$ cat config.mk
export PLATFORM = sky130hd
export DESIGN_NAME = wsmv_cfg
export DESIGN_NICKNAME = d
export VERILOG_FILES = /design/src/rtl/wsmv_pkg.sv /design/src/rtl/wsmv_cfg.sv
export SDC_FILE = /design/constraint.sdc
export NUM_CORES = 1
export LEC_CHECK = 0
export BUFFER_PORTS_ARGS = -buffer_cell sky130_fd_sc_hd__buf_2
export CORE_UTILIZATION = 44
export DETAILED_ROUTE_END_ITERATION = 8
export PLACE_DENSITY = 0.92
export SLEW_MARGIN = 20
export SYNTH_ARGS = -nofsm -noshare
export SYNTH_HDL_FRONTEND = slang
export SYNTH_SLANG_ARGS = --single-unit
$ cat constraint.sdc
create_clock -name clk -period 1.7 [get_ports clk]
set_input_delay 0.085 -clock clk [delete_from_list [all_inputs] [get_ports clk]]
set_output_delay 0.085 -clock clk [all_outputs]
set_load 0.05 [all_outputs]
$ cat src/rtl/wsmv_pkg.sv
// shared types and constants of the weighted sparse matrix-vector core
// no dependencies
package wsmv_pkg;

    localparam logic [2:0] REQ_LOAD_ENTRY = 3'd0;
    localparam logic [2:0] REQ_LOAD_VEC   = 3'd1;
    localparam logic [2:0] REQ_COMPUTE    = 3'd2;
    localparam logic [2:0] REQ_READ       = 3'd3;
    localparam logic [2:0] REQ_CLEAR      = 3'd4;

    localparam logic [1:0] REG_DIRECTION  = 2'd0;
    localparam logic [1:0] REG_NUM_COMP   = 2'd1;
    localparam logic [1:0] REG_NUM_ROWS   = 2'd2;
    localparam logic [1:0] REG_NUM_COLS   = 2'd3;

    localparam logic signed [64:0] Q_MAX = 65'sd2147483647;
    localparam logic signed [64:0] Q_MIN = -65'sd2147483648;

    typedef struct packed {
        logic       direction;
        logic [2:0] num_comp;
        logic [8:0] num_rows;
        logic [8:0] num_cols;
    } cfg_t;

    typedef struct packed {
        logic [7:0]  row;
        logic [7:0]  col;
        logic [31:0] coeff;
        logic [31:0] deno_fwd;
        logic [31:0] deno_rev;
    } entry_t;

    typedef enum logic [3:0] {
        ST_INIT,
        ST_IDLE,
        ST_CLEAR,
        ST_ENT_RD,
        ST_ENT_CHK,
        ST_VEC_RD,
        ST_MUL,
        ST_DIV_GO,
        ST_DIV_WAIT,
        ST_ACC_RD,
        ST_ACC_WR
    } state_t;

endpackage

$ cat src/rtl/wsmv_cfg.sv
// apb configuration registers with clamping of the counts
// depends on wsmv_pkg
module wsmv_cfg #(
    parameter int MAX_ROWS       = 256,
    parameter int MAX_COLS       = 256,
    parameter int MAX_COMPONENTS = 4
) (
    input  logic              clk,
    input  logic              rst_n,
    input  logic              psel,
    input  logic              penable,
    input  logic              pwrite,
    input  logic [3:0]        paddr,
    input  logic [31:0]       pwdata,
    output logic [31:0]       prdata,
    output logic              pready,
    output wsmv_pkg::cfg_t    cfg
);
    import wsmv_pkg::*;

    logic       dir_reg;
    logic [2:0] nc_reg;
    logic [8:0] nr_reg;
    logic [8:0] ncol_reg;
    logic       wr;

    assign pready = 1'b1;
    assign wr     = psel && penable && pwrite;

    always_ff @(posedge clk or negedge rst_n)
    begin
        if (!rst_n)
        begin
            dir_reg  <= 1'b0;
            nc_reg   <= 3'd1;
            nr_reg   <= 9'd256;
            ncol_reg <= 9'd256;
        end
        else if (wr)
        begin
            case (paddr[3:2])
                REG_DIRECTION: dir_reg  <= pwdata[0];
                REG_NUM_COMP:  nc_reg   <= pwdata[2:0];
                REG_NUM_ROWS:  nr_reg   <= pwdata[8:0];
                REG_NUM_COLS:  ncol_reg <= pwdata[8:0];
                default:       dir_reg  <= dir_reg;
            endcase
        end
    end

    always_comb
    begin
        case (paddr[3:2])
            REG_DIRECTION: prdata = {31'd0, dir_reg};
            REG_NUM_COMP:  prdata = {29'd0, nc_reg};
            REG_NUM_ROWS:  prdata = {23'd0, nr_reg};
            REG_NUM_COLS:  prdata = {23'd0, ncol_reg};
            default:       prdata = '0;
        endcase
    end

    // counts clamped to 1..max
    always_comb
    begin
        cfg.direction = dir_reg;
        if (nc_reg == 3'd0)
            cfg.num_comp = 3'd1;
        else if (32'(nc_reg) > MAX_COMPONENTS)
            cfg.num_comp = 3'(MAX_COMPONENTS);
        else
            cfg.num_comp = nc_reg;
        if (nr_reg == 9'd0)
            cfg.num_rows = 9'd1;
        else if (32'(nr_reg) > MAX_ROWS)
            cfg.num_rows = 9'(MAX_ROWS);
        else
            cfg.num_rows = nr_reg;
        if (ncol_reg == 9'd0)
            cfg.num_cols = 9'd1;
        else if (32'(ncol_reg) > MAX_COLS)
            cfg.num_cols = 9'(MAX_COLS);
        else
            cfg.num_cols = ncol_reg;
    end
endmodule

==> run summary <==
Status: completed
I/O pin count: 96
Switch Pwr: 1.18 mW
First-pass GRT wire length: 4270 um
Post-DP HPWL: 2030 um
Crit path time final: 1.63 ns
Core area: 3030 um2
Xor and xnor area share after synthesis: 0
Synthesis Warnings: 0
Largest net degree at the start of global routing: 23
RSZ-0062 raised after global routing: false
Setup TNS: 0 ns
Part of the cycle the worst path needs: 0.960
Htree depth: 1
Final hold vios: 0
Clk_lat worst skew: 0.30 ns
Fin worst setup slack: 0.0687 ns
Critical path endpoint category: output port
Flop pwr share: 0.350
Vias: 982
Setup repair bufs after CTS: 0
FF/Latch Area: 554 um2
Post-Synth Simple-Gate Area: 0.156
Worst path cell trace: nor4_1 > a21oi_1 > nor2_1 > buf_2
CTS tree: done
Layout area overhead: 13.7%
Slowest CP cell: dfrtp_1
Share of cells above drive strength 1: 0.485
Cells after Synth: 128
Root Driver: clkbuf_4
Routed Antenna Nets: 0
DR WL/cell: 12.8 um
Min-delay worst type: input port to flop
DRT iter0 DRCs: 15
Largest stage delay on the critical path: 0.43 ns
Total GRT Usage: 0.166
Finished layout cell area: 1590 um2
Critical Path Start Type: flop
Total grt overflow: 0
CP required: 1.62 ns
Port Buffers: 46
Final-stage net count: 211
Placed cell area: 1550 um2
P_int: 1.11 mW
Routability cong.: 0.754
Row cnt: 20
Post-synthesis sequential area ratio: 0.396
Hold Path Stages: 2
Area of the multi-input gates: 694 um2
Adder-cell share of the synthesized area: 0
Final WL: 2720 um
Clock slew at reported path FFs: 0.11 ns
Critical path type: flop to output port
PwrDens: 1440 nW/um2
TritonRoute pass-1 iters: 4
Residual DRC count: 0
Static Leak: 0.810 nW
Clock Power Share: 0.122
Chip Width: 58.4 um
Number of global-route vias before repair: 900
Placement Setup Slack: 0.397 ns
DR vias/cell: 4.61
Compound-gate portion of the synthesized area: 0.0232
Max-Cap Viols: 0
Post-synthesis mux area share: 0.252
Worst endpoint data arrival time: 1.55 ns
R2R cell count: 1
Max Fclk: 613 MHz
Initial core utilization: 0.462
Fin. max-slew vios: 0
Skew final: 0 ns
Net Sw Frac: 0.516
Num Clock Sinks: 22
Fillers: 294
CTS buffer count: 3
Gate power share: 0.528
Post-Syn Area: 1400 um2
Synth unique cells: 21
Peak VDD IR: 0.628 mV
Avg Cell Area, Syn: 10.9 um2
Die area: 3410 um2
Final setup viols: 0
CTS Buffer Depth: 2
Largest family of logic cells by synthesized area: multiplexers
Diode count: 0
Initial antenna violation count: 0
Critical Path Fanout Max: 4
Yosys reg bits: 22
Die Span Y: 58.4 um
final timing paths:
path / slack [ns] / startpoint / to
min in group asynchronous: 0.27 / rst_n / dir_reg
max: 0.07 / nr_reg[4] / cfg[9]
max in group asynchronous: 1.07 / rst_n / ncol_reg[8]
min reg2reg: 0.54 / dir_reg / dir_reg
max reg2reg: 0.80 / nr_reg[8] / nr_reg[8]
min: 0.02 / pwdata[4] / ncol_reg[4]
synth_stat cells (all sizes together):
cell | count | area (um2)
buf | 28 | 211
mux2 | 24 | 270
nor2b | 22 | 138
inv | 1 | 3.75
clkbuf | 5 | 18.8
nor3 | 3 | 15.0
nor2 | 2 | 7.51
a22o | 2 | 17.5
and3 | 1 | 6.26
dfstp | 3 | 78.8
conb | 2 | 7.51
dfrtp | 19 | 475
nor4 | 2 | 12.5
nor3b | 2 | 25.0
mux4 | 1 | 22.5
mux2i | 6 | 60.1
a21oi | 3 | 15.0
nand3 | 2 | 15.0
power by group through the flow:
stage                     Sequential (mW)  Combinational, mW  Clock, mW
final                               0.801               1.21      0.280
after floorplan                     0.741               1.08          0
after CTS                           0.801               1.22      0.288
after global routing                0.824               1.27      0.314
after global placement              0.806               1.20          0
after detailed placement            0.812               1.21          0
cell families after synthesis:
logic type	after synthesis
muxes	31
other	2
AOI/OAI and AO/OA	5
DFF	22
buffers and inverters	34
and+or+nand+nor	34
metal layers:
layer | up-vias | global-route usage | routed length (um)
met2 | 40 | 0.284 | 1350
met1 | 472 | 0.216 | 1160
met3 | 6 | 0.0220 | 164
li1 | 464 | - | -
met4 | 0 | 0.0612 | 46
met5 | - | 0 | 0
per-stage QoR:
step	hold WS (ns)	std cells	power, mW	utilization
after detailed placement	0.0677	208	2.02	0.510
after global routing	0.00904	213	2.41	0.526
after floorplan	-0.211	150	1.82	-
after CTS	0.0161	213	2.31	0.526
final	0.0206	213	2.29	0.526
after global placement	0.0648	208	2.00	0.510
critical path: cells and delay by family, from the launching register on:
kind	cells	cell delay, ns
flip-flops	1	0.43
AO/OA/AOI/OAI	1	0.11
AND/OR/NAND/NOR	2	0.44
buffers and inverters	1	0.26
placed cells by master (no fill, tap or decap):
cell            n
nor3_1          3
dfrtp_1        19
nor2b_1        22
buf_2          46
and3_1          1
conb_1         24
nand3_2         1
inv_1           1
nor3b_2         2
clkbuf_4        3
nand3_1         1
buf_4           1
mux2i_1         6
a22o_1          2
nor2_1          2
nor4_1          2
dlygate4sd3_1   1
mux2_2         24
clkbuf_8        1
dfstp_2         3
a21oi_1         3
mux4_2          1
layout make-up:
class	instances	share of cell area
repair buffers	48	0.156
clock buffers	4	0.0228
well taps	44	0.0346
multi-input cells	94	0.436
flip-flops and latches	22	0.348
inverters	1	0.00236
repair_timing:
action,in CTS,in global routing
hold buffers,1,0
resized for setup,0,0
endpoints found under the hold margin,19,0
No activity file was read; power rests on OpenSTA's default activity.
