==> src/rtl/wsmv_div.sv <==
// radix-2 signed divider, 64-bit dividend by 32-bit divisor, truncating toward zero
// depends on nothing; one quotient bit per cycle, then a sign fix step
module wsmv_div (
    input  logic               clk,
    input  logic               rst_n,
    input  logic               start,
    input  logic signed [63:0] dividend,
    input  logic signed [31:0] divisor,
    output logic               done,
    output logic signed [63:0] quotient
);
    logic        run_reg;
    logic        fix_reg;
    logic        done_reg;
    logic [5:0]  cnt_reg;
    logic [32:0] rem_reg;
    logic [63:0] dvd_reg;
    logic [31:0] dvs_reg;
    logic        neg_reg;
    logic [63:0] quo_reg;
    logic [32:0] rem_sh;
    logic        ge;

    assign rem_sh = {rem_reg[31:0], dvd_reg[63]};
    assign ge     = rem_sh >= {1'b0, dvs_reg};

    always_ff @(posedge clk or negedge rst_n)
    begin
        if (!rst_n)
        begin
            run_reg  <= 1'b0;
            fix_reg  <= 1'b0;
            done_reg <= 1'b0;
            cnt_reg  <= '0;
        end
        else
        begin
            done_reg <= 1'b0;
            if (start)
            begin
                run_reg <= 1'b1;
                cnt_reg <= '0;
            end
            else if (run_reg)
            begin
                cnt_reg <= cnt_reg + 6'd1;
                if (cnt_reg == 6'd63)
                begin
                    run_reg <= 1'b0;
                    fix_reg <= 1'b1;
                end
            end
            else if (fix_reg)
            begin
                fix_reg  <= 1'b0;
                done_reg <= 1'b1;
            end
        end
    end

    always_ff @(posedge clk)
    begin
        if (start)
        begin
            rem_reg <= '0;
            dvd_reg <= dividend[63] ? 64'(-dividend) : dividend;
            dvs_reg <= divisor[31] ? 32'(-divisor) : divisor;
            neg_reg <= dividend[63] ^ divisor[31];
        end
        else if (run_reg)
        begin
            rem_reg <= ge ? (rem_sh - {1'b0, dvs_reg}) : rem_sh;
            dvd_reg <= {dvd_reg[62:0], ge};
        end
        else if (fix_reg)
        begin
            quo_reg <= neg_reg ? 64'(-dvd_reg) : dvd_reg;
        end
    end

    assign done     = done_reg;
    assign quotient = quo_reg;
endmodule

==> config.mk <==
export PLATFORM = sky130hd
export DESIGN_NAME = wsmv_div
export DESIGN_NICKNAME = d
export VERILOG_FILES = /design/src/rtl/wsmv_div.sv
export SDC_FILE = /design/constraint.sdc
export NUM_CORES = 1
export LEC_CHECK = 0
export BUFFER_PORTS_ARGS = -buffer_cell sky130_fd_sc_hd__buf_2
export CAP_MARGIN = 20
export CORE_ASPECT_RATIO = 1.25
export CORE_MARGIN = 2
export CORE_UTILIZATION = 50
export CTS_CLUSTER_SIZE = 20
export DETAILED_ROUTE_END_ITERATION = 16
export PLACE_DENSITY = 0.79
export SYNTH_ARGS = -nofsm -noshare
export SYNTH_HDL_FRONTEND = slang
export SYNTH_SLANG_ARGS = --single-unit
==> constraint.sdc <==
create_clock -name clk -period 3.9 [get_ports clk]
set_input_delay 0 -clock clk [delete_from_list [all_inputs] [get_ports clk]]
set_output_delay 0 -clock clk [all_outputs]
set_load 0.02 [all_outputs]
==> summary.md, run 1 <==
| Metric | Value |
|---|---|
| Pleak | 5.801 nW |
| Path type of the worst min-delay path | primary input to flip-flop |
| Synthesis-to-layout area growth | 24.35% |
| TritonCTS clock tree | done |
| Internal cell power | 0.004909 W |
| Sinks on the clock net | 202 |
| # diodes | 0 |
| Biggest cell delay along the critical path | 0.55 ns |
| Number of standard-cell rows in the floorplan | 64 |
| Crit path launch type | primary input |
| Total Nets Final | 1631 |
| CP cell instances | dlygate4sd3_1 -> buf_2 -> or4_4 -> or3_4 -> nor3_2 -> nand2_1 -> or4_4 -> or4_4 -> nand2b_4 -> o31ai_4 -> xnor2_1 -> dlygate4sd3_1 |
| Final number of max-transition violations | 0 |
| Post-Synthesis Cells | 1233 |
| Setup Slack @ Placement | 0.5032 ns |
| Flip-flop and latch count after synthesis | 202 |
| Outcome | finished, final reports clean |
| Final hold viol count | 0 |
| Top Ports | 164 |
| Antenna-violating nets left | 0 |
| Share of total power in the clock network | 27.4% |
| Top cells by instance count after synthesis | 161 x sky130_fd_sc_hd__edfxtp_1, 113 x sky130_fd_sc_hd__nor2_1, 112 x sky130_fd_sc_hd__a21oi_1 |
| Slew HR | 38.31% |
| Net count after synthesis | 1369 |
| Slack of the critical path | 0.3352 ns |
| Worst Hold Path EP | dvd_reg[5]$_DFFE_PP_ |
| Root buffer cell | sky130_fd_sc_hd__clkbuf_16 |
| CP Data Required Time | 4.15 ns |
| Min Clock Period, post-route | 3.565 ns |
| Most used flip-flop cell after synthesis | sky130_fd_sc_hd__edfxtp_1 |
| Height of the chip | 179.1 um |
| Power density relative to cell area | 479.3 nW/um2 |
| Count of synthesis-stage warnings from yosys | 0 |
| Part of the power in combinational logic | 32.5% |
| Pin count of the biggest net entering global routing | 76 |
| Arr. time, crit path | 3.81 ns |
| Final wirelength | 29.69 mm |
| Synthesized area per cell | 9.944 um2 |
| CTS Hold Buffers Added | 111 |
| Buffer levels on the longest clock path | 3 |
| Upper clock frequency limit | 0.2805 GHz |
| Most common cell in the netlist | sky130_fd_sc_hd__edfxtp_1 |
| R2r worst-path depth | 9 |
| RR Endpoint | quotient[44]$_DFFE_PP_ |
| Number of antenna violations at the first check in global routing | 0 |
| GRT Resource Usage Total | 22.47% |
| Effective utilization at floorplan | 50.53% |
| Tcrit/Tclk final | 91.40% |
| Clock-pin slew of the registers on the worst-case setup and hold paths | 0.06 ns |
| Total net switching power | 0.002399 W |
| Sequential share of power | 40.1% |
| Sequential share of the synthesized area | 46.49% |
| Clock Latency Late Sink | 0.51 ns |
| RSZ-0062 raised after global routing | no |
| Remaining global-route overflow | 0 |
| Drt initial violations | 750 |
| Share of final-layout standard cells stronger than drive strength 1 | 16.88% |
| Type of destination of the critical path | flip-flop |
| Worst setup slack for register-to-register paths | 0.46 ns |
| Port-buffer cells | 163 |
| Drt drc | 0 |
| Cell types with the largest area share after synthesis | sky130_fd_sc_hd__edfxtp_1 39%, sky130_fd_sc_hd__xnor2_1 7.8%, sky130_fd_sc_hd__xor2_1 5.3% |
| Switching part of the total power | 32.83% |
| Post-synthesis async set-or-reset flop share | 4.455% |
| Classification of the worst setup path | primary input to flip-flop |
| Area leader, netlist | sky130_fd_sc_hd__edfxtp_1 |
| Number of stages on the worst hold path | 3 |
| Reg-to-reg critical path startpoint | dvd_reg[5]$_DFFE_PP_ |
| Buffer and inverter count on the worst path | 3 |
| Post-layout instance count excluding filler cells | 1841 |
| CTS H-tree lvls | 1 |
| Mapped Area | 12260 um2 |
| Cts bufs inserted | 22 |
| First-pass GRT wire length | 47.02 mm |
| Vias in the first global route | 9918 |
| Routed wire length per instance | 16.13 um |
| Max stage delay cell, worst path | sky130_fd_sc_hd__dlygate4sd3_1 |
| Max rail drop VDD | 0.0004234 V |
| Maximum fanout along the worst path | 5 |
| Actual slew at the worst max-slew pin | 0.9253 ns |
| Post-cts repair resize count | 0 |
| Count of max-cap constraint violations | 0 |
| Number of enable-type register cells in the synthesized netlist | 161 |
| Hold wc startpoint | dividend[5] |
| RePlAce Congestion | 0.9118 |
| Drt first pass iters | 5 |
| Area inside the core boundary | 24260 um2 |
| Setup-failing EPs final | 0 |
| Via density per instance | 5.641 |
| Most used cell, CP | sky130_fd_sc_hd__or4_4 |
| Category of cells accounting for the largest share of critical-path delay | simple AND/OR/NAND/NOR gates |
| Die Wd | 144.1 um |
| Design Power | 0.007308 W |
| Final HPWL from detailed placement | 20.12 mm |
| Placed instance count | 1690 |
| Setup Total Neg Slack | 0 ns |
| Buffers inserted by post-CTS timing repair | 0 |
| Share of the synthesized area in the top cell type | 39.43% |
| Worst Skew | 0.01716 ns |
| Area of the die | 25800 um2 |
| Filler cells | 1876 |
| Total number of vias | 10390 |
| Count of different cell masters after synthesis | 64 |
-- layout by cell type (no fill, tap or decap), types with 48 or more instances in the layout --
cell | synthesis | routed
sky130_fd_sc_hd__edfxtp_1 | 161 | 161
sky130_fd_sc_hd__nand2_1 | 91 | 91
sky130_fd_sc_hd__xor2_1 | 74 | 74
sky130_fd_sc_hd__inv_1 | 49 | 48
sky130_fd_sc_hd__buf_2 | 1 | 162
sky130_fd_sc_hd__nor2_1 | 113 | 113
sky130_fd_sc_hd__xnor2_1 | 109 | 109
sky130_fd_sc_hd__dlygate4sd3_1 | 0 | 111
sky130_fd_sc_hd__a21oi_1 | 112 | 112
sky130_fd_sc_hd__o21ai_0 | 80 | 80
-- per-stage QoR --
step / cell area, um2 / hold WS, ns / utilization (%)
6_report: 15250 / 0.01356 / 62.84
5_1_grt: 15250 / 0.02655 / 62.84
4_1_cts: 15250 / 0.00005146 / 62.84
3_5_place_dp: 13440 / -0.1391 / 55.41
3_3_place_gp: 13440 / -0.1399 / 55.41
2_1_floorplan: 12260 / -0.2956 / -
-- worst register-to-register path, delay by kind of cell (launching register included) --
family                    cells  cell delay (ns)
AOI/OAI and AO/OA             1             0.40
xor gates and xnor gates      1             0.12
DFF                           1             0.44
and+or+nand+nor               7             2.23
-- power groups by stage --
stage	combinational [W]	clock (W)	sequential, W
after floorplan	0.00174	0	0.00288
after global routing	0.00266	0.00213	0.00296
after detailed placement	0.00225	0	0.00296
after global placement	0.00218	0	0.00295
final	0.00238	0.00200	0.00293
after CTS	0.00236	0.00204	0.00292
-- metal layers --
metal	up-vias	part of all wire, %	global-route usage [%]
li1	5057	-	-
met1	4831	40	27.02
met2	405	50	40.32
met3	93	6.1	2.457
met4	0	4.1	10.13
met5	-	0	0
-- cell type report --
class | instances | area [um2] | share of cell area, %
Multi-Input combinational cell | 931 | 6203 | 40.69
Sequential cell | 202 | 5700 | 37.39
Timing Repair Buffer | 288 | 2051 | 13.45
Clock buffer | 32 | 619.3 | 4.062
Tap cell | 330 | 412.9 | 2.708
Inverter | 50 | 187.7 | 1.231
Clock inverter | 8 | 71.32 | 0.4678
-- worst max path at each step --
stage | endpoint | startpoint | cells after the start
floorplan | dvd_reg[0]$_DFFE_PP_ | dvs_reg[1]$_DFFE_PP_ | 11
global placement | quotient[48]$_DFFE_PP_ | dvd_reg[6]$_DFFE_PP_ | 9
detailed placement | quotient[44]$_DFFE_PP_ | dvd_reg[5]$_DFFE_PP_ | 9
CTS | dvs_reg[29]$_DFFE_PP_ | divisor[6] | 12
global route | dvs_reg[29]$_DFFE_PP_ | divisor[5] | 12
finish | dvs_reg[29]$_DFFE_PP_ | divisor[6] | 12
-- cells by family (layout without fill, tap and decap cells) --
kind of cell	after synthesis	after routing	share of synthesized area (%)
AND/OR/NAND/NOR	356	356	14.45
AO/OA/AOI/OAI	333	333	17.17
flip-flops	202	202	46.49
XOR/XNOR	183	183	13.07
buffers and inverters	100	378	3.072
adder cells (fa/ha/maj)	37	37	3.837
multiplexers	22	22	1.908
Power figures use the tool's default switching activity.
==> run 2, diff against run 1 <==
--- a/config.mk
+++ b/config.mk
@@ -5,6 +5,7 @@
 export SDC_FILE = /design/constraint.sdc
 export NUM_CORES = 1
 export LEC_CHECK = 0
+export ABC_AREA = 1
 export BUFFER_PORTS_ARGS = -buffer_cell sky130_fd_sc_hd__buf_2
 export CAP_MARGIN = 20
 export CORE_ASPECT_RATIO = 1.25
@@ -12,7 +13,7 @@
 export CORE_UTILIZATION = 50
 export CTS_CLUSTER_SIZE = 20
 export DETAILED_ROUTE_END_ITERATION = 16
-export PLACE_DENSITY = 0.79
+export PLACE_DENSITY = 0.78
 export SYNTH_ARGS = -nofsm -noshare
 export SYNTH_HDL_FRONTEND = slang
 export SYNTH_SLANG_ARGS = --single-unit
==> run 2 against run 1 <==
  * Total power decreased by 20%
  * Utilization decreased by 2.7 points
  * Die area increased by 24%
  * Hold slack got worse by 0.0057 ns
  * Non-clock buffer count decreased by 27
  * Register-to-register slack improved by 0.34 ns
  * Largest power group unchanged
  * Sequential share of layout area decreased by 5.9 points
  * Cell area increased by 19%
  * Clock skew decreased by 0.0048 ns
==> summary.md, run 2 <==
| Metric | Value |
|---|---|
| Top cells by instance count after synthesis | 713 x sky130_fd_sc_hd__nand2_1, 347 x sky130_fd_sc_hd__inv_1, 273 x sky130_fd_sc_hd__nor2_1 |
| Setup Total Neg Slack | 0 ns |
| Biggest cell delay along the critical path | 0.81 ns |
| Buffers inserted by post-CTS timing repair | 0 |
| CP Data Required Time | 4.16 ns |
| Via density per instance | 5.317 |
| Drt initial violations | 1209 |
| Max rail drop VDD | 0.0002861 V |
| Area share of xor/xnor cells in the synthesized design | 6.919% |
| Post-Synth Simple-Gate Area | 36.87% |
| Buffer levels on the longest clock path | 3 |
| Sequential share of the synthesized area | 37.22% |
| Synthesis-to-layout area growth | 18.27% |
| Most common cell after layout, fill and taps aside | sky130_fd_sc_hd__nand2_1 |
| Reg-to-reg critical path startpoint | dvs_reg[9]$_DFFE_PP_ |
| Sinks on the clock net | 202 |
| Routed wire length per instance | 17.36 um |
| Worst Skew | 0.01234 ns |
| Outcome | finished, final reports clean |
| Most used cell, CP | sky130_fd_sc_hd__nand2_1 |
| Share of final-layout standard cells stronger than drive strength 1 | 10.13% |
| Share of the synthesized area in the top cell type | 31.57% |
| Power density relative to cell area | 324.6 nW/um2 |
| Slew HR | 31.51% |
| Top Ports | 164 |
| Tcrit/Tclk final | 79.49% |
| Area of the die | 32060 um2 |
| Post-synthesis async set-or-reset flop share | 4.455% |
| Die Wd | 160.5 um |
| Worst Setup SP | dvs_reg[9]$_DFFE_PP_ |
| Count of different cell masters after synthesis | 47 |
| TritonCTS clock tree | done |
| Vias in the first global route | 15340 |
| Total number of vias | 15470 |
| Synth Area in Compound Gates | 5.759% |
| Area leader, netlist | sky130_fd_sc_hd__edfxtp_1 |
| Port-buffer cells | 163 |
| RePlAce Congestion | 1.021 |
| Most used flip-flop cell after synthesis | sky130_fd_sc_hd__edfxtp_1 |
| Crit path launch type | flip-flop |
| Final HPWL from detailed placement | 39.66 mm |
| Mapped Area | 15320 um2 |
| Root buffer cell | sky130_fd_sc_hd__clkbuf_16 |
| Min Clock Period, post-route | 3.100 ns |
| Cell types with the largest area share after synthesis | sky130_fd_sc_hd__edfxtp_1 32%, sky130_fd_sc_hd__nand2_1 17%, sky130_fd_sc_hd__inv_1 8.5% |
| Antenna-violating nets left | 0 |
| Total Nets Final | 2628 |
| # diodes | 0 |
| Drt drc | 0 |
| Post-layout instance count excluding filler cells | 2909 |
| Pin count of the biggest net entering global routing | 76 |
| Filler cells | 2875 |
| Pleak | 8.584 nW |
| Drt first pass iters | 6 |
| Post-cts repair resize count | 0 |
| Count of synthesis-stage warnings from yosys | 0 |
| Cts bufs inserted | 22 |
| Main combinational cell family by area after synthesis | simple AND/OR/NAND/NOR gates |
| Area inside the core boundary | 30120 um2 |
| Maximum fanout along the worst path | 33 |
| Post-Synthesis Cells | 2259 |
| Actual slew at the worst max-slew pin | 1.025 ns |
| Final wirelength | 50.49 mm |
| Setup-failing EPs final | 0 |
| First-pass GRT wire length | 78.89 mm |
| Most common cell in the netlist | sky130_fd_sc_hd__nand2_1 |
| GRT Resource Usage Total | 31.52% |
| Placed instance count | 2783 |
| CTS H-tree lvls | 1 |
| Arr. time, crit path | 3.36 ns |
| Effective utilization at floorplan | 50.86% |
| Category of cells accounting for the largest share of critical-path delay | simple AND/OR/NAND/NOR gates |
| Height of the chip | 199.7 um |
| Net count after synthesis | 2395 |
| Path type of the worst min-delay path | primary input to flip-flop |
| Final number of max-transition violations | 0 |
| Mux cell area share after synthesis | 0% |
| Synthesized area per cell | 6.780 um2 |
| Clock Latency Late Sink | 0.53 ns |
| Clock-pin slew of the registers on the worst-case setup and hold paths | 0.06 ns |
| Area share of fa/ha/maj cells after synthesis | 3.072% |
| Upper clock frequency limit | 0.3226 GHz |
| CTS Hold Buffers Added | 86 |
| Number of standard-cell rows in the floorplan | 71 |
| Max stage delay cell, worst path | sky130_fd_sc_hd__a21oi_4 |
| Remaining global-route overflow | 0 |
| Classification of the worst setup path | flip-flop to flip-flop |
| Count of max-cap constraint violations | 0 |
| Final hold viol count | 0 |
| Type of destination of the critical path | flip-flop |
| Number of enable-type register cells in the synthesized netlist | 161 |
| CP cell instances | inv_1 -> ha_1 -> nand2_1 -> nor2_2 -> nand2_1 -> nor2_2 -> nand2_1 -> nand2_1 -> a21oi_4 -> nand2_4 -> nand2_1 -> o21ai_0 |
| Number of antenna violations at the first check in global routing | 0 |
| Most frequent cells in the layout | 713 x sky130_fd_sc_hd__nand2_1, 346 x sky130_fd_sc_hd__inv_1, 270 x sky130_fd_sc_hd__nor2_1 |
| Flip-flop and latch count after synthesis | 202 |
| RSZ-0062 raised after global routing | no |
| Buffer and inverter count on the worst path | 1 |
| Hold wc startpoint | divisor[1] |
-- run 2: tightest hold or removal path: cells and delay by family --
family	cells	cell delay, ns
buf+inv	2	0.17
compound gates	1	0.15
-- run 2: power by group --
part | internal [W] | total, W | switching, W
registers | 0.00251 | 0.00262 | 0.000117
logic | 0.000405 | 0.00111 | 0.000700
clock network | 0.00127 | 0.00215 | 0.000882
total | 0.00418 | 0.00588 | 0.00170
-- run 2: final timing paths --
check	endpoint	slack (ns)	depth (start not counted)
min in group asynchronous	cnt_reg[4]$_DFFE_PN0P_	0.48	3
setup reg to reg	dvd_reg[0]$_DFFE_PP_	0.80	12
max in group asynchronous	cnt_reg[0]$_DFFE_PN0P_	3.12	3
hold / removal	dvs_reg[1]$_DFFE_PP_	0.008	3
setup / recovery	dvd_reg[0]$_DFFE_PP_	0.80	12
hold reg to reg	cnt_reg[5]$_DFFE_PN0P_	0.47	1
-- run 2: layer usage --
metal / global-route usage (%) / up-vias / wire length, um
li1: - / 7663 / -
met1: 34.34 / 7047 / 18730
met2: 58.33 / 592 / 25360
met3: 2.864 / 164 / 2740
met4: 21.12 / 0 / 3658
met5: 0 / - / 0
-- run 2: logic make-up (layout without fill, tap and decap cells) --
kind of cell               after synthesis  count (layout)
DFF                                    202             202
xor gates and xnor gates               121             121
AOI/OAI and AO/OA                      163             163
and+or+nand+nor                       1331            1331
buffers and inverters                  405             654
adders and majority gates               37              37
-- run 2: stage by stage --
stage,util [%],setup slack (ns),hold slack [ns],cell area (um2),total power [W]
6_report,60.15,0.8000,0.007874,18110,0.005880
5_1_grt,60.15,0.4938,0.02160,18110,0.006122
4_1_cts,60.15,0.7910,0.001451,18110,0.005889
3_5_place_dp,54.81,0.8032,-0.1314,16510,0.003686
3_3_place_gp,54.81,0.8440,-0.1409,16510,0.003665
2_1_floorplan,-,0.1713,-0.2956,15320,0.003333
-- run 2: cell type report --
| cell class | count | area, um2 | share of cell area (%) |
|---|---|---|---|
| repair buffers | 261 | 1769 | 9.767 |
| well taps | 401 | 501.7 | 2.770 |
| flip-flops and latches | 202 | 5700 | 31.47 |
| clock inverters | 11 | 117.6 | 0.6493 |
| multi-input cells | 1652 | 8071 | 44.56 |
| inverters | 353 | 1325 | 7.315 |
| clock buffers | 29 | 628.1 | 3.468 |
==> run 3, diff against run 2 <==
--- a/config.mk
+++ b/config.mk
@@ -13,7 +13,7 @@
 export CORE_UTILIZATION = 50
 export CTS_CLUSTER_SIZE = 20
 export DETAILED_ROUTE_END_ITERATION = 16
-export PLACE_DENSITY = 0.78
+export PLACE_DENSITY = 0.8
 export SYNTH_ARGS = -nofsm -noshare
 export SYNTH_HDL_FRONTEND = slang
 export SYNTH_SLANG_ARGS = --single-unit
==> constraint.sdc (replaced) <==
create_clock -name clk -period 2.5 [get_ports clk]
set_input_delay 0 -clock clk [delete_from_list [all_inputs] [get_ports clk]]
set_output_delay 0 -clock clk [all_outputs]
set_load 0.02 [all_outputs]
==> run 3 against run 2 <==
  * Critical path depth shrank 3
  * Via count grew 1.2%
  * Largest cell class unchanged
  * Clock skew grew 0.017 ns
  * First-iteration DRC count shrank 13%
==> summary.md, run 3 (same netlist as run 2, synthesis figures left out) <==
| Metric | Value |
|---|---|
| Total area of multi-input combinational cells | 8082 um2 |
| Outcome | finished, final reports clean |
| Total cell area at the placement stage | 16750 um2 |
| Sinks on the clock net | 202 |
| Clock-pin slew of the registers on the worst-case setup and hold paths | 0.06 ns |
| Area of the die | 32060 um2 |
| Tcrit/Tclk final | 94.84% |
| Buffer levels on the longest clock path | 3 |
| Total Nets Final | 2663 |
| Min Clock Period, post-route | 2.371 ns |
| CTS H-tree lvls | 1 |
| TritonCTS clock tree | done |
| Number of standard-cell rows in the floorplan | 71 |
| Via density per instance | 5.317 |
| Slew HR | 53.58% |
| Most common cell after layout, fill and taps aside | sky130_fd_sc_hd__nand2_1 |
| Pin count of the biggest net entering global routing | 88 |
| Top Ports | 164 |
| Setup Total Neg Slack | 0 ns |
| Port-buffer cells | 163 |
| Final HPWL from detailed placement | 39.29 mm |
| Classification of the worst setup path | flip-flop to flip-flop |
| Max rail drop VDD | 0.0004264 V |
| Maximum fanout along the worst path | 5 |
| Final number of max-transition violations | 0 |
| Effective utilization at floorplan | 50.86% |
| Pleak | 8.766 nW |
| Share of final-layout standard cells stronger than drive strength 1 | 11.25% |
| Remaining global-route overflow | 0 |
| Root buffer cell | sky130_fd_sc_hd__clkbuf_16 |
| Number of antenna violations at the first check in global routing | 0 |
| Post-route design area | 18440 um2 |
| RSZ-0062 raised after global routing | no |
| CP Data Required Time | 2.78 ns |
| Vias in the first global route | 15390 |
| Die Wd | 160.5 um |
| Most frequent cells in the layout | 712 x sky130_fd_sc_hd__nand2_1, 346 x sky130_fd_sc_hd__inv_1, 269 x sky130_fd_sc_hd__nor2_1 |
| Filler cells | 2748 |
| Area inside the core boundary | 30120 um2 |
| Register area | 5700 um2 |
| Crit path launch type | flip-flop |
| Drt initial violations | 1049 |
| Design Power | 0.009036 W |
| Arr. time, crit path | 2.65 ns |
| Height of the chip | 199.7 um |
| Routed wire length per instance | 16.96 um |
| First-pass GRT wire length | 77.58 mm |
| Type of destination of the critical path | flip-flop |
| Synthesis-to-layout area growth | 20.38% |
| Setup-failing EPs final | 0 |
| Path type of the worst min-delay path | primary input to flip-flop |
| Upper clock frequency limit | 0.4218 GHz |
| Final hold viol count | 0 |
| Fin util | 61.22% |
| Drt drc | 0 |
| Worst Skew | 0.02886 ns |
| Antenna-violating nets left | 0 |
| Actual slew at the worst max-slew pin | 0.6920 ns |
| Drt first pass iters | 6 |
| Count of max-cap constraint violations | 0 |
| Post-Route Hold Slack | 0.01843 ns |
| RePlAce Congestion | 1.014 |
| GRT Resource Usage Total | 31.01% |
| Cts bufs inserted | 23 |
| Total number of vias | 15650 |
| # diodes | 0 |
| Clock Latency Late Sink | 0.55 ns |
| Power density relative to cell area | 490.1 nW/um2 |
| Final wirelength | 49.94 mm |
==> run 3: cell types whose count changed in the layout (fill, tap and decap cells not counted), moves of 2 or more <==
cell and change:
sky130_fd_sc_hd__clkbuf_1 -3, sky130_fd_sc_hd__clkbuf_8 -3, sky130_fd_sc_hd__buf_12 +6, sky130_fd_sc_hd__bufinv_16 -2, sky130_fd_sc_hd__buf_4 +18, sky130_fd_sc_hd__dlygate4sd3_1 +9, sky130_fd_sc_hd__clkinv_2 +7
==> run 3: metrics by stage <==
step,worst slack [ns],cells
global placement,0.1680,2806
finish,0.1291,2944
CTS,0.1038,2942
floorplan,0.08196,2259
detailed placement,0.1448,2806
global route,0.01876,2944
==> run 3: critical path, cell delays in order (launching register included) <==
cell                       delay (ns)
sky130_fd_sc_hd__edfxtp_1        0.49
sky130_fd_sc_hd__inv_2           0.11
sky130_fd_sc_hd__nand3_1         0.13
sky130_fd_sc_hd__nor2_2          0.27
sky130_fd_sc_hd__nand4_2         0.22
sky130_fd_sc_hd__nor3_2          0.42
sky130_fd_sc_hd__nand2_1         0.14
sky130_fd_sc_hd__xor2_1          0.17
sky130_fd_sc_hd__nand2_1         0.09
sky130_fd_sc_hd__nand2_1         0.07
==> run 3: per-layer routing <==
layer	track usage, %	share of wire [%]	vias up
met5	0	0	-
met4	20.35	7.1	0
met3	2.594	5.3	155
met2	57.81	50	608
met1	33.76	37	7143
li1	-	-	7746
==> run 3: what timing repair did <==
item	4_1_cts	5_1_grt
hold buffers	95	0
buffers inserted	0	2
resized for setup	0	4
endpoints found under the hold margin	95	0
endpoints found under the setup margin	0	22
==> run 3: path summary, 6_finish.rpt <==
path,slack [ns],depth (start not counted),start,end
setup / recovery,0.13,9,dvd_reg[2]$_DFFE_PP_,quotient[59]$_DFFE_PP_
setup reg to reg,0.13,9,dvd_reg[2]$_DFFE_PP_,quotient[59]$_DFFE_PP_
max in group asynchronous,1.72,3,rst_n,run_reg$_DFF_PN0_
hold / removal,0.02,4,dividend[3],dvd_reg[3]$_DFFE_PP_
min in group asynchronous,0.47,3,rst_n,cnt_reg[5]$_DFFE_PN0P_
hold reg to reg,0.46,0,dvd_reg[0]$_DFFE_PP_,quotient[0]$_DFFE_PP_
==> run 3: report_power, final <==
group          switching (W)  internal [W]
Combinational        0.00111      0.000665
Sequential          0.000175       0.00391
Clock                0.00146       0.00171
==> run 3: area by class of cell <==
class / count / share of cell area [%]
multi-input cells: 1652 / 43.83
flip-flops and latches: 202 / 30.92
inverters: 353 / 7.186
well taps: 401 / 2.721
repair buffers: 295 / 11.53
clock buffers: 23 / 3.122
clock inverters: 18 / 0.6922
